==> src/cdrle_pkg.sv <==
// types, constants and step table for the little-endian cdr deserializer
// no dependencies; imported by cdr_le_message_deserializer_core
`timescale 1ns / 1ps
package cdrle_pkg;

  // input transaction payload
  typedef struct packed {
    logic [7:0] data_byte;
    logic       last_byte;
  } in_item_t;

  // result transaction payload
  typedef struct packed {
    logic [3:0]  field_code;
    logic [31:0] field_value;
    logic [1:0]  parse_status;
    logic        run_last;
  } out_item_t;

  // kind of one parse step
  typedef enum logic [2:0] {
    K_DONE    = 3'd0,
    K_U32     = 3'd1,
    K_U8      = 3'd2,
    K_BOOL    = 3'd3,
    K_STRBODY = 3'd4,
    K_SEQBODY = 3'd5
  } step_kind_t;

  typedef struct packed {
    step_kind_t kind;
    logic [3:0] code;
  } step_desc_t;

  // layout register codes
  localparam logic [1:0] LAYOUT_RAW  = 2'd0;
  localparam logic [1:0] LAYOUT_H264 = 2'd1;
  localparam logic [1:0] LAYOUT_COMP = 2'd2;

  // field codes
  localparam logic [3:0] FC_SEC       = 4'd0;
  localparam logic [3:0] FC_NANOSEC   = 4'd1;
  localparam logic [3:0] FC_FRAME_LEN = 4'd2;
  localparam logic [3:0] FC_FRAME_CHR = 4'd3;
  localparam logic [3:0] FC_HEIGHT    = 4'd4;
  localparam logic [3:0] FC_WIDTH     = 4'd5;
  localparam logic [3:0] FC_ENC_LEN   = 4'd6;
  localparam logic [3:0] FC_ENC_CHR   = 4'd7;
  localparam logic [3:0] FC_BIGENDIAN = 4'd8;
  localparam logic [3:0] FC_STEP      = 4'd9;
  localparam logic [3:0] FC_DATA_LEN  = 4'd10;
  localparam logic [3:0] FC_DATA_BYTE = 4'd11;
  localparam logic [3:0] FC_KEYFRAME  = 4'd12;
  localparam logic [3:0] FC_FMT_LEN   = 4'd13;
  localparam logic [3:0] FC_FMT_CHR   = 4'd14;
  localparam logic [3:0] FC_END       = 4'd15;

  // parse status codes
  localparam logic [1:0] ST_OK        = 2'd0;
  localparam logic [1:0] ST_NOT_LE    = 2'd1;
  localparam logic [1:0] ST_TRUNCATED = 2'd2;

  // header constants
  localparam logic [7:0] LE_MARK    = 8'h01;
  localparam logic [2:0] HEADER_LEN = 3'd4;
  localparam logic [3:0] STEP_LAST  = 4'd15;

  function automatic step_desc_t mk(input step_kind_t k, input logic [3:0] c);
    step_desc_t d;
    d.kind = k;
    d.code = c;
    return d;
  endfunction

  // step list of each layout; unused codes fall back to raw image
  function automatic step_desc_t step_lookup(input logic [1:0] layout,
                                             input logic [3:0] step);
    step_desc_t d;
    d = mk(K_DONE, FC_SEC);
    case (layout)
      LAYOUT_H264: begin
        case (step)
          4'd0:    d = mk(K_U32, FC_SEC);
          4'd1:    d = mk(K_U32, FC_NANOSEC);
          4'd2:    d = mk(K_U32, FC_FRAME_LEN);
          4'd3:    d = mk(K_STRBODY, FC_FRAME_CHR);
          4'd4:    d = mk(K_U32, FC_WIDTH);
          4'd5:    d = mk(K_U32, FC_HEIGHT);
          4'd6:    d = mk(K_BOOL, FC_KEYFRAME);
          4'd7:    d = mk(K_U32, FC_DATA_LEN);
          4'd8:    d = mk(K_SEQBODY, FC_DATA_BYTE);
          default: d = mk(K_DONE, FC_SEC);
        endcase
      end
      LAYOUT_COMP: begin
        case (step)
          4'd0:    d = mk(K_U32, FC_SEC);
          4'd1:    d = mk(K_U32, FC_NANOSEC);
          4'd2:    d = mk(K_U32, FC_FRAME_LEN);
          4'd3:    d = mk(K_STRBODY, FC_FRAME_CHR);
          4'd4:    d = mk(K_U32, FC_DATA_LEN);
          4'd5:    d = mk(K_SEQBODY, FC_DATA_BYTE);
          4'd6:    d = mk(K_U32, FC_FMT_LEN);
          4'd7:    d = mk(K_STRBODY, FC_FMT_CHR);
          default: d = mk(K_DONE, FC_SEC);
        endcase
      end
      default: begin
        case (step)
          4'd0:    d = mk(K_U32, FC_SEC);
          4'd1:    d = mk(K_U32, FC_NANOSEC);
          4'd2:    d = mk(K_U32, FC_FRAME_LEN);
          4'd3:    d = mk(K_STRBODY, FC_FRAME_CHR);
          4'd4:    d = mk(K_U32, FC_HEIGHT);
          4'd5:    d = mk(K_U32, FC_WIDTH);
          4'd6:    d = mk(K_U32, FC_ENC_LEN);
          4'd7:    d = mk(K_STRBODY, FC_ENC_CHR);
          4'd8:    d = mk(K_U8, FC_BIGENDIAN);
          4'd9:    d = mk(K_U32, FC_STEP);
          4'd10:   d = mk(K_U32, FC_DATA_LEN);
          4'd11:   d = mk(K_SEQBODY, FC_DATA_BYTE);
          default: d = mk(K_DONE, FC_SEC);
        endcase
      end
    endcase
    return d;
  endfunction

endpackage

==> src/cdr_le_message_deserializer_core.sv <==
// little-endian plain cdr message deserializer, one byte per transaction
// depends on cdrle_pkg (payload types, field codes, step table)
`timescale 1ns / 1ps
// A result is registered in the result queue and is on out_data in the cycle after its byte
//   is accepted when no earlier result is waiting in the result queue.
// Throughput: one byte per cycle while in_ready is high; a byte that also ends the message
//   gives two results, and the result queue absorbs the extra one.
// in_ready is high while the result queue has room for two results.
// Reset (rst_n low, synchronous): parse state cleared, layout register to raw
//   image, result queue emptied.
module cdr_le_message_deserializer_core #(
  parameter int QDEPTH = 4
) (
  input  logic                 clk,
  input  logic                 rst_n,
  input  logic                 in_valid,
  output logic                 in_ready,
  input  cdrle_pkg::in_item_t  in_data,
  output logic                 out_valid,
  input  logic                 out_ready,
  output cdrle_pkg::out_item_t out_data,
  input  logic                 cfg_wr_en,
  input  logic [1:0]           cfg_wr_data
);
  import cdrle_pkg::*;

  localparam int CW = $clog2(QDEPTH + 1);

  // configuration and parse state
  logic [1:0]  layout_r;
  logic [2:0]  hdr_cnt_r, hdr_cnt_nxt;
  logic [1:0]  body_off_r, body_off_nxt;
  logic [3:0]  step_r, step_nxt;
  logic [1:0]  sbi_r, sbi_nxt;
  logic [31:0] asm_r, asm_nxt;
  logic [31:0] rem_r, rem_nxt;
  logic        err_r, err_nxt;

  // result queue, head at entry 0
  out_item_t   q_r [QDEPTH];
  out_item_t   q_nxt [QDEPTH];
  logic [CW-1:0] cnt_r, cnt_nxt;

  logic        in_fire, pop;
  out_item_t   res0, res1;
  logic [1:0]  nres;

  assign in_ready  = cnt_r <= CW'(QDEPTH - 2);
  assign in_fire   = in_valid && in_ready;
  assign out_valid = cnt_r != '0;
  assign out_data  = q_r[0];
  assign pop       = out_valid && out_ready;

  // per-byte parse step
  always_comb begin
    step_desc_t cur;
    step_desc_t nxt_d;
    logic       fld_emit;
    logic [3:0] fld_code;
    logic [31:0] fld_val;
    logic [31:0] asm_new;
    logic [31:0] rem_dec;
    logic [1:0]  status;

    hdr_cnt_nxt  = hdr_cnt_r;
    body_off_nxt = body_off_r;
    step_nxt     = step_r;
    sbi_nxt      = sbi_r;
    asm_nxt      = asm_r;
    rem_nxt      = rem_r;
    err_nxt      = err_r;
    fld_emit     = 1'b0;
    fld_code     = FC_SEC;
    fld_val      = '0;
    status       = ST_OK;
    res0         = '0;
    res1         = '0;
    nres         = 2'd0;
    cur          = step_lookup(layout_r, step_r);
    nxt_d        = cur;
    asm_new      = '0;
    rem_dec      = rem_r - 32'd1;

    if (hdr_cnt_r < HEADER_LEN) begin
      // encapsulation header
      if (hdr_cnt_r == 3'd1 && in_data.data_byte != LE_MARK) begin
        err_nxt = 1'b1;
      end
      hdr_cnt_nxt = hdr_cnt_r + 3'd1;
    end else if (!err_r) begin
      body_off_nxt = body_off_r + 2'd1;
      case (cur.kind)
        K_U32: begin
          if (!(sbi_r == 2'd0 && body_off_r != 2'd0)) begin
            if (sbi_r == 2'd0) begin
              asm_new = {24'd0, in_data.data_byte};
            end else begin
              asm_new = asm_r | ({24'd0, in_data.data_byte} << {sbi_r, 3'b000});
            end
            asm_nxt = asm_new;
            if (sbi_r == 2'd3) begin
              sbi_nxt  = 2'd0;
              fld_emit = 1'b1;
              fld_code = cur.code;
              fld_val  = asm_new;
              if (step_r != STEP_LAST) begin
                step_nxt = step_r + 4'd1;
              end
              nxt_d = step_lookup(layout_r, step_nxt);
              if (nxt_d.kind == K_STRBODY || nxt_d.kind == K_SEQBODY) begin
                rem_nxt = asm_new;
                if (asm_new == '0 && step_nxt != STEP_LAST) begin
                  step_nxt = step_nxt + 4'd1;
                end
              end
            end else begin
              sbi_nxt = sbi_r + 2'd1;
            end
          end
        end
        K_U8, K_BOOL: begin
          fld_emit = 1'b1;
          fld_code = cur.code;
          fld_val  = (cur.kind == K_BOOL) ? {31'd0, in_data.data_byte != 8'd0}
                                          : {24'd0, in_data.data_byte};
          if (step_r != STEP_LAST) begin
            step_nxt = step_r + 4'd1;
          end
        end
        K_STRBODY, K_SEQBODY: begin
          rem_nxt = rem_dec;
          // string terminator is the final byte, dropped
          if (cur.kind == K_SEQBODY || rem_dec != '0) begin
            fld_emit = 1'b1;
            fld_code = cur.code;
            fld_val  = {24'd0, in_data.data_byte};
          end
          if (rem_dec == '0 && step_r != STEP_LAST) begin
            step_nxt = step_r + 4'd1;
          end
        end
        default: begin
        end
      endcase
    end

    // end of message
    if (in_data.last_byte) begin
      nxt_d = step_lookup(layout_r, step_nxt);
      if (hdr_cnt_nxt < HEADER_LEN) begin
        status = ST_TRUNCATED;
      end else if (err_nxt) begin
        status = ST_NOT_LE;
      end else if (nxt_d.kind != K_DONE) begin
        status = ST_TRUNCATED;
      end else begin
        status = ST_OK;
      end
      hdr_cnt_nxt  = '0;
      body_off_nxt = '0;
      step_nxt     = '0;
      sbi_nxt      = '0;
      asm_nxt      = '0;
      rem_nxt      = '0;
      err_nxt      = 1'b0;
    end

    // pack results in order
    if (fld_emit) begin
      res0.field_code   = fld_code;
      res0.field_value  = fld_val;
      res0.parse_status = ST_OK;
      res0.run_last     = !in_data.last_byte;
      res1.field_code   = FC_END;
      res1.field_value  = '0;
      res1.parse_status = status;
      res1.run_last     = 1'b1;
      nres = in_data.last_byte ? 2'd2 : 2'd1;
    end else begin
      res0.field_code   = FC_END;
      res0.field_value  = '0;
      res0.parse_status = status;
      res0.run_last     = 1'b1;
      nres = in_data.last_byte ? 2'd1 : 2'd0;
    end
  end

  // result queue next state: shift on pop, then append
  always_comb begin
    logic [CW-1:0] base;
    base = cnt_r - CW'(pop);
    for (int i = 0; i < QDEPTH; i++) begin
      if (pop && i < QDEPTH - 1) begin
        q_nxt[i] = q_r[i + 1];
      end else begin
        q_nxt[i] = q_r[i];
      end
      if (in_fire && nres != 2'd0 && base == CW'(i)) begin
        q_nxt[i] = res0;
      end
      if (in_fire && nres == 2'd2 && base + CW'(1) == CW'(i)) begin
        q_nxt[i] = res1;
      end
    end
    cnt_nxt = base + (in_fire ? CW'(nres) : CW'(0));
  end

  // control registers
  always_ff @(posedge clk) begin
    if (!rst_n) begin
      layout_r   <= LAYOUT_RAW;
      hdr_cnt_r  <= '0;
      body_off_r <= '0;
      step_r     <= '0;
      sbi_r      <= '0;
      asm_r      <= '0;
      rem_r      <= '0;
      err_r      <= 1'b0;
      cnt_r      <= '0;
    end else begin
      if (cfg_wr_en) begin
        layout_r <= cfg_wr_data;
      end
      if (in_fire) begin
        hdr_cnt_r  <= hdr_cnt_nxt;
        body_off_r <= body_off_nxt;
        step_r     <= step_nxt;
        sbi_r      <= sbi_nxt;
        asm_r      <= asm_nxt;
        rem_r      <= rem_nxt;
        err_r      <= err_nxt;
      end
      cnt_r <= cnt_nxt;
    end
  end

  // queue payload
  always_ff @(posedge clk) begin
    for (int i = 0; i < QDEPTH; i++) begin
      q_r[i] <= q_nxt[i];
    end
  end

  // checks
  a_cnt_bound: assert property (@(posedge clk) disable iff (!rst_n)
    cnt_r <= CW'(QDEPTH))
    else $error("result queue overflow");

  a_end_clears: assert property (@(posedge clk) disable iff (!rst_n)
    in_fire && in_data.last_byte |=> hdr_cnt_r == '0 && step_r == '0 && !err_r)
    else $error("parse state not cleared after message end");

  a_sbi_body: assert property (@(posedge clk) disable iff (!rst_n)
    sbi_r != 2'd0 |-> hdr_cnt_r == HEADER_LEN && !err_r)
    else $error("scalar assembly outside accepted body");

  a_cnt_track: assert property (@(posedge clk) disable iff (!rst_n)
    !in_fire && pop |=> cnt_r == $past(cnt_r) - CW'(1))
    else $error("queue count mismatch on pop");

  a_last_flag: assert property (@(posedge clk) disable iff (!rst_n)
    out_valid && out_data.field_code == FC_END |-> out_data.run_last)
    else $error("end result without run_last");

endmodule

==> config.mk <==
export PLATFORM = sky130hd
export DESIGN_NAME = cdr_le_message_deserializer_core
export DESIGN_NICKNAME = d
export VERILOG_FILES = /design/src/cdrle_pkg.sv /design/src/cdr_le_message_deserializer_core.sv
export SDC_FILE = /design/constraint.sdc
export NUM_CORES = 1
export LEC_CHECK = 0
export ABC_AREA = 1
export ABC_CLOCK_PERIOD_IN_PS = 4200
export CORE_MARGIN = 3
export CORE_UTILIZATION = 38
export DETAILED_ROUTE_END_ITERATION = 10
export DONT_BUFFER_PORTS = 1
export PLACE_DENSITY_LB_ADDON = 0.25
export SLEW_MARGIN = 10
export SYNTH_ARGS = -nofsm -noshare
export SYNTH_HDL_FRONTEND = slang
export SYNTH_SLANG_ARGS = --single-unit
==> constraint.sdc <==
create_clock -name clk -period 4.2 [get_ports clk]
set_input_delay 0.84 -clock clk [delete_from_list [all_inputs] [get_ports clk]]
set_output_delay 0.84 -clock clk [all_outputs]
set_load 0.005 [all_outputs]
==> results.cfg <==
[setup_path]
critPathMaxStageDelay_ns = 0.41
arrival_ns = 4.33
critPathSlowestCell = dfxtp_1
r2r_start = step_r[1]$_SDFFE_PN0P_
criticalPathCategory = reg -> reg
rrSetupSlack_ns = 0.33
crit_path_start_kind = flop
critPathMaxFanout = 6
worstSetupEndpointType = flop
crit_start = step_r[1]$_SDFFE_PN0P_
cp_common_cell = nand2_1
crit_chain = ha_1 > nand3_2 > nand2_1 > inv_1 > a21oi_1 > ha_1 > inv_1 > nor2_1 > nor2_1 > nand2_1 > nor2_1 > nand3_1 > nand3_1 > nand2_1 > nand2_1 > nand3_1 > nand3_1 > o21ai_1 > inv_1 > nor2_2 > inv_1 > ha_1 > nand2_1 > o21ai_0
cp.required_ns = 4.66
reg2reg_depth = 24

[power_and_ir_drop]
power.share.sequential_pct = 36.4
netSwitchingFraction_pct = 38.2
leakage_uw = 0.00688
p_sw_uw = 3780
p_per_area_mw_per_mm2 = 623
ir_drop_v = 0.000383
combPwrFrac_pct = 37.0
clkPwrFrac_pct = 26.6
p_int_uw = 6110

[grt]
grt_pass1_wl_um = 70600
grt_max_degree = 75
first_global_vias = 12700
grt_use_total_pct = 22.3
grt_antenna_before_repair = 0
grt_overflow_total = 0

[clock_tree]
clk_pin_slew_ns = 0.06
cts_buffers = 31
cts_tree = done
clockRootBuffer = clkbuf_16
clock_path_buffers = 3
worstSkewPairLatency_ns = 0.58
cts_max_level = 1
cts_sinks = 257

[place]
routabilityCongestion = 0.966
hpwl_um = 32300
io_buffers = 0
place_ws_ns = 0.216

[cells_and_area]
area_delta_synth_final_pct = 13.6
drive_gt1_share_pct = 9.56
diodes = 0
nets = 2078

[die]
rows = 69
die_h_um = 198
die_area_mm2 = 0.0391
coreArea_mm2 = 0.0359
fp.dieW_um = 198
pin_count = 57
initial_core_util_pct = 38.9

[logic_synthesis]
yosysMostFrequentCell = nand2_1
yosys_register_bits = 257
async_flop_share_pct = 0
synth-main-ff-cell = dfxtp_1
synth_seq_area_share_pct = 38.8
synth_top_area_share_pct = 32.8
synthTopCellsByCount = nand2_1, dfxtp_1, inv_1
syn_inst = 2042
syn_avg_cell_area_um2 = 6.84
yosys.area.top_type = dfxtp_1
synth_edf_count = 28
yosys_warnings = 0
synth_nets = 2084
synthesis.area_mm2 = 0.0140
ys_types = 45
synth_area_leaders = dfxtp_1, nand2_1, o21ai_0

[timing]
max_freq_mhz = 258
setup_viol = 0
slew_viol_final = 0
finalCriticalPeriod_ns = 3.87
setup_ws_ns = 0.328
fin_tns_setup_ns = 0
hold_violations = 0
tightest_slew_ns = 0.771
max_slew_margin_pct = 48.6
fin_skew_ns = 0.0137
min_period_over_period_pct = 92.2

[job]
drv_cap = 0

[detailed_routing]
ant_nets = 0
drc = 0
wl_per_cell_um = 17.8
drtIter0Drc = 1006
wl_um = 44900
dr.pass1.iters = 6
num_vias = 13800
vias_per_cell = 5.47

[worst_hold_path]
hp-class = in -> reg
min_path_cells = 2
whs_endpoint = cnt_r[0]$_SDFF_PN0_
hold_start = rst_n

[outcome]
status = finished, final reports clean
==> worst max-delay path by stage <==
stage,endpoint,cells past startpoint
after floorplan,q_r[3][35]$_DFFE_PP_,31
after global placement,flop,24
after detailed placement,flop,24
after CTS,flop,24
after global routing,q_r[2][16]$_SDFFE_PP0P_,30
final,flop,24
==> sequential cells by signal, indices dropped and copies added (netlist names), named ones only <==
| register | count |
|---|---|
| err_r | 1 |
| body_off_r | 2 |
| hdr_cnt_r | 3 |
| sbi_r | 2 |
| step_r | 4 |
| layout_r | 2 |
| cnt_r | 3 |
| q_r | 156 |
| asm_r | 32 |
| rem_r | 32 |
==> placed cells by master, fill, tap and decap left out, drive strengths merged, types with 3 or more instances in the layout <==
cell      count
dfxtp       229
a22oi        23
clkinv       11
or3           4
a211oi       48
clkbuf       47
edfxtp       28
buf          77
o22ai        33
nor3          6
o2111ai      32
o21ai       205
nor2        213
ha           25
nand4        31
nand3       148
a21oi       105
clkinvlp      3
inv         226
o211ai       26
nand2       493
a31oi        25
nand3b        6
==> metal layers <==
| layer | GRT usage [%] | wire length [µm] |
|---|---|---|
| met3 | 2.72 | 2740 |
| met2 | 35.5 | 20100 |
| met1 | 31.3 | 20500 |
| met5 | 0 | 0 |
| met4 | 8.18 | 1540 |
==> kinds of logic after synthesis <==
| kind of cell | share of synthesized area [%] |
|---|---|
| simple gates | 27.6 |
| flops | 38.8 |
| compound gates | 21.3 |
| xor+xnor | 0.251 |
| fa+ha+maj | 2.38 |
| buf+inv | 9.57 |
==> critical path, delay by kind of cell (launching register included) <==
kind,cells,cell delay (ns)
fa+ha+maj,3,0.74
flops,1,0.41
compound gates,3,0.55
buf+inv,4,0.33
simple gates,14,1.73
==> power groups by stage <==
stage | Combinational, µW | Clock, µW | Sequential [µW]
6_report | 3660 | 2630 | 3600
5_1_grt | 4150 | 2790 | 3670
4_1_cts | 3530 | 2680 | 3600
3_5_place_dp | 3510 | 0 | 3640
3_3_place_gp | 3480 | 0 | 3630
2_1_floorplan | 2570 | 0 | 3550
==> stage by stage <==
stage	total power [µW]	instance area [µm²]	hold WS, ns	util (%)	std cells
2_1_floorplan	6120	14000	0.435	-	2042
3_3_place_gp	7110	14700	0.446	40.9	2457
3_5_place_dp	7150	14700	0.451	40.9	2457
4_1_cts	9810	15700	0.357	43.7	2515
5_1_grt	10600	15900	0.382	44.2	2522
6_report	9880	15900	0.378	44.2	2522
==> layout make-up <==
type / count / area, µm²
Clock buffer: 45 / 898
Timing Repair Buffer: 79 / 724
Inverter: 228 / 863
Sequential cell: 257 / 5430
Multi-Input combinational cell: 1439 / 7270
Tap cell: 461 / 577
Clock inverter: 13 / 104
Fill cell: 3745 / 20100
==> repair_timing <==
item                                    4_1_cts  5_1_grt
buffers inserted                              0        5
endpoints found under the setup margin        0      172
hold buffers                                  0        0
gates resized for setup                       0       24
(Power assumes the default switching activity.)
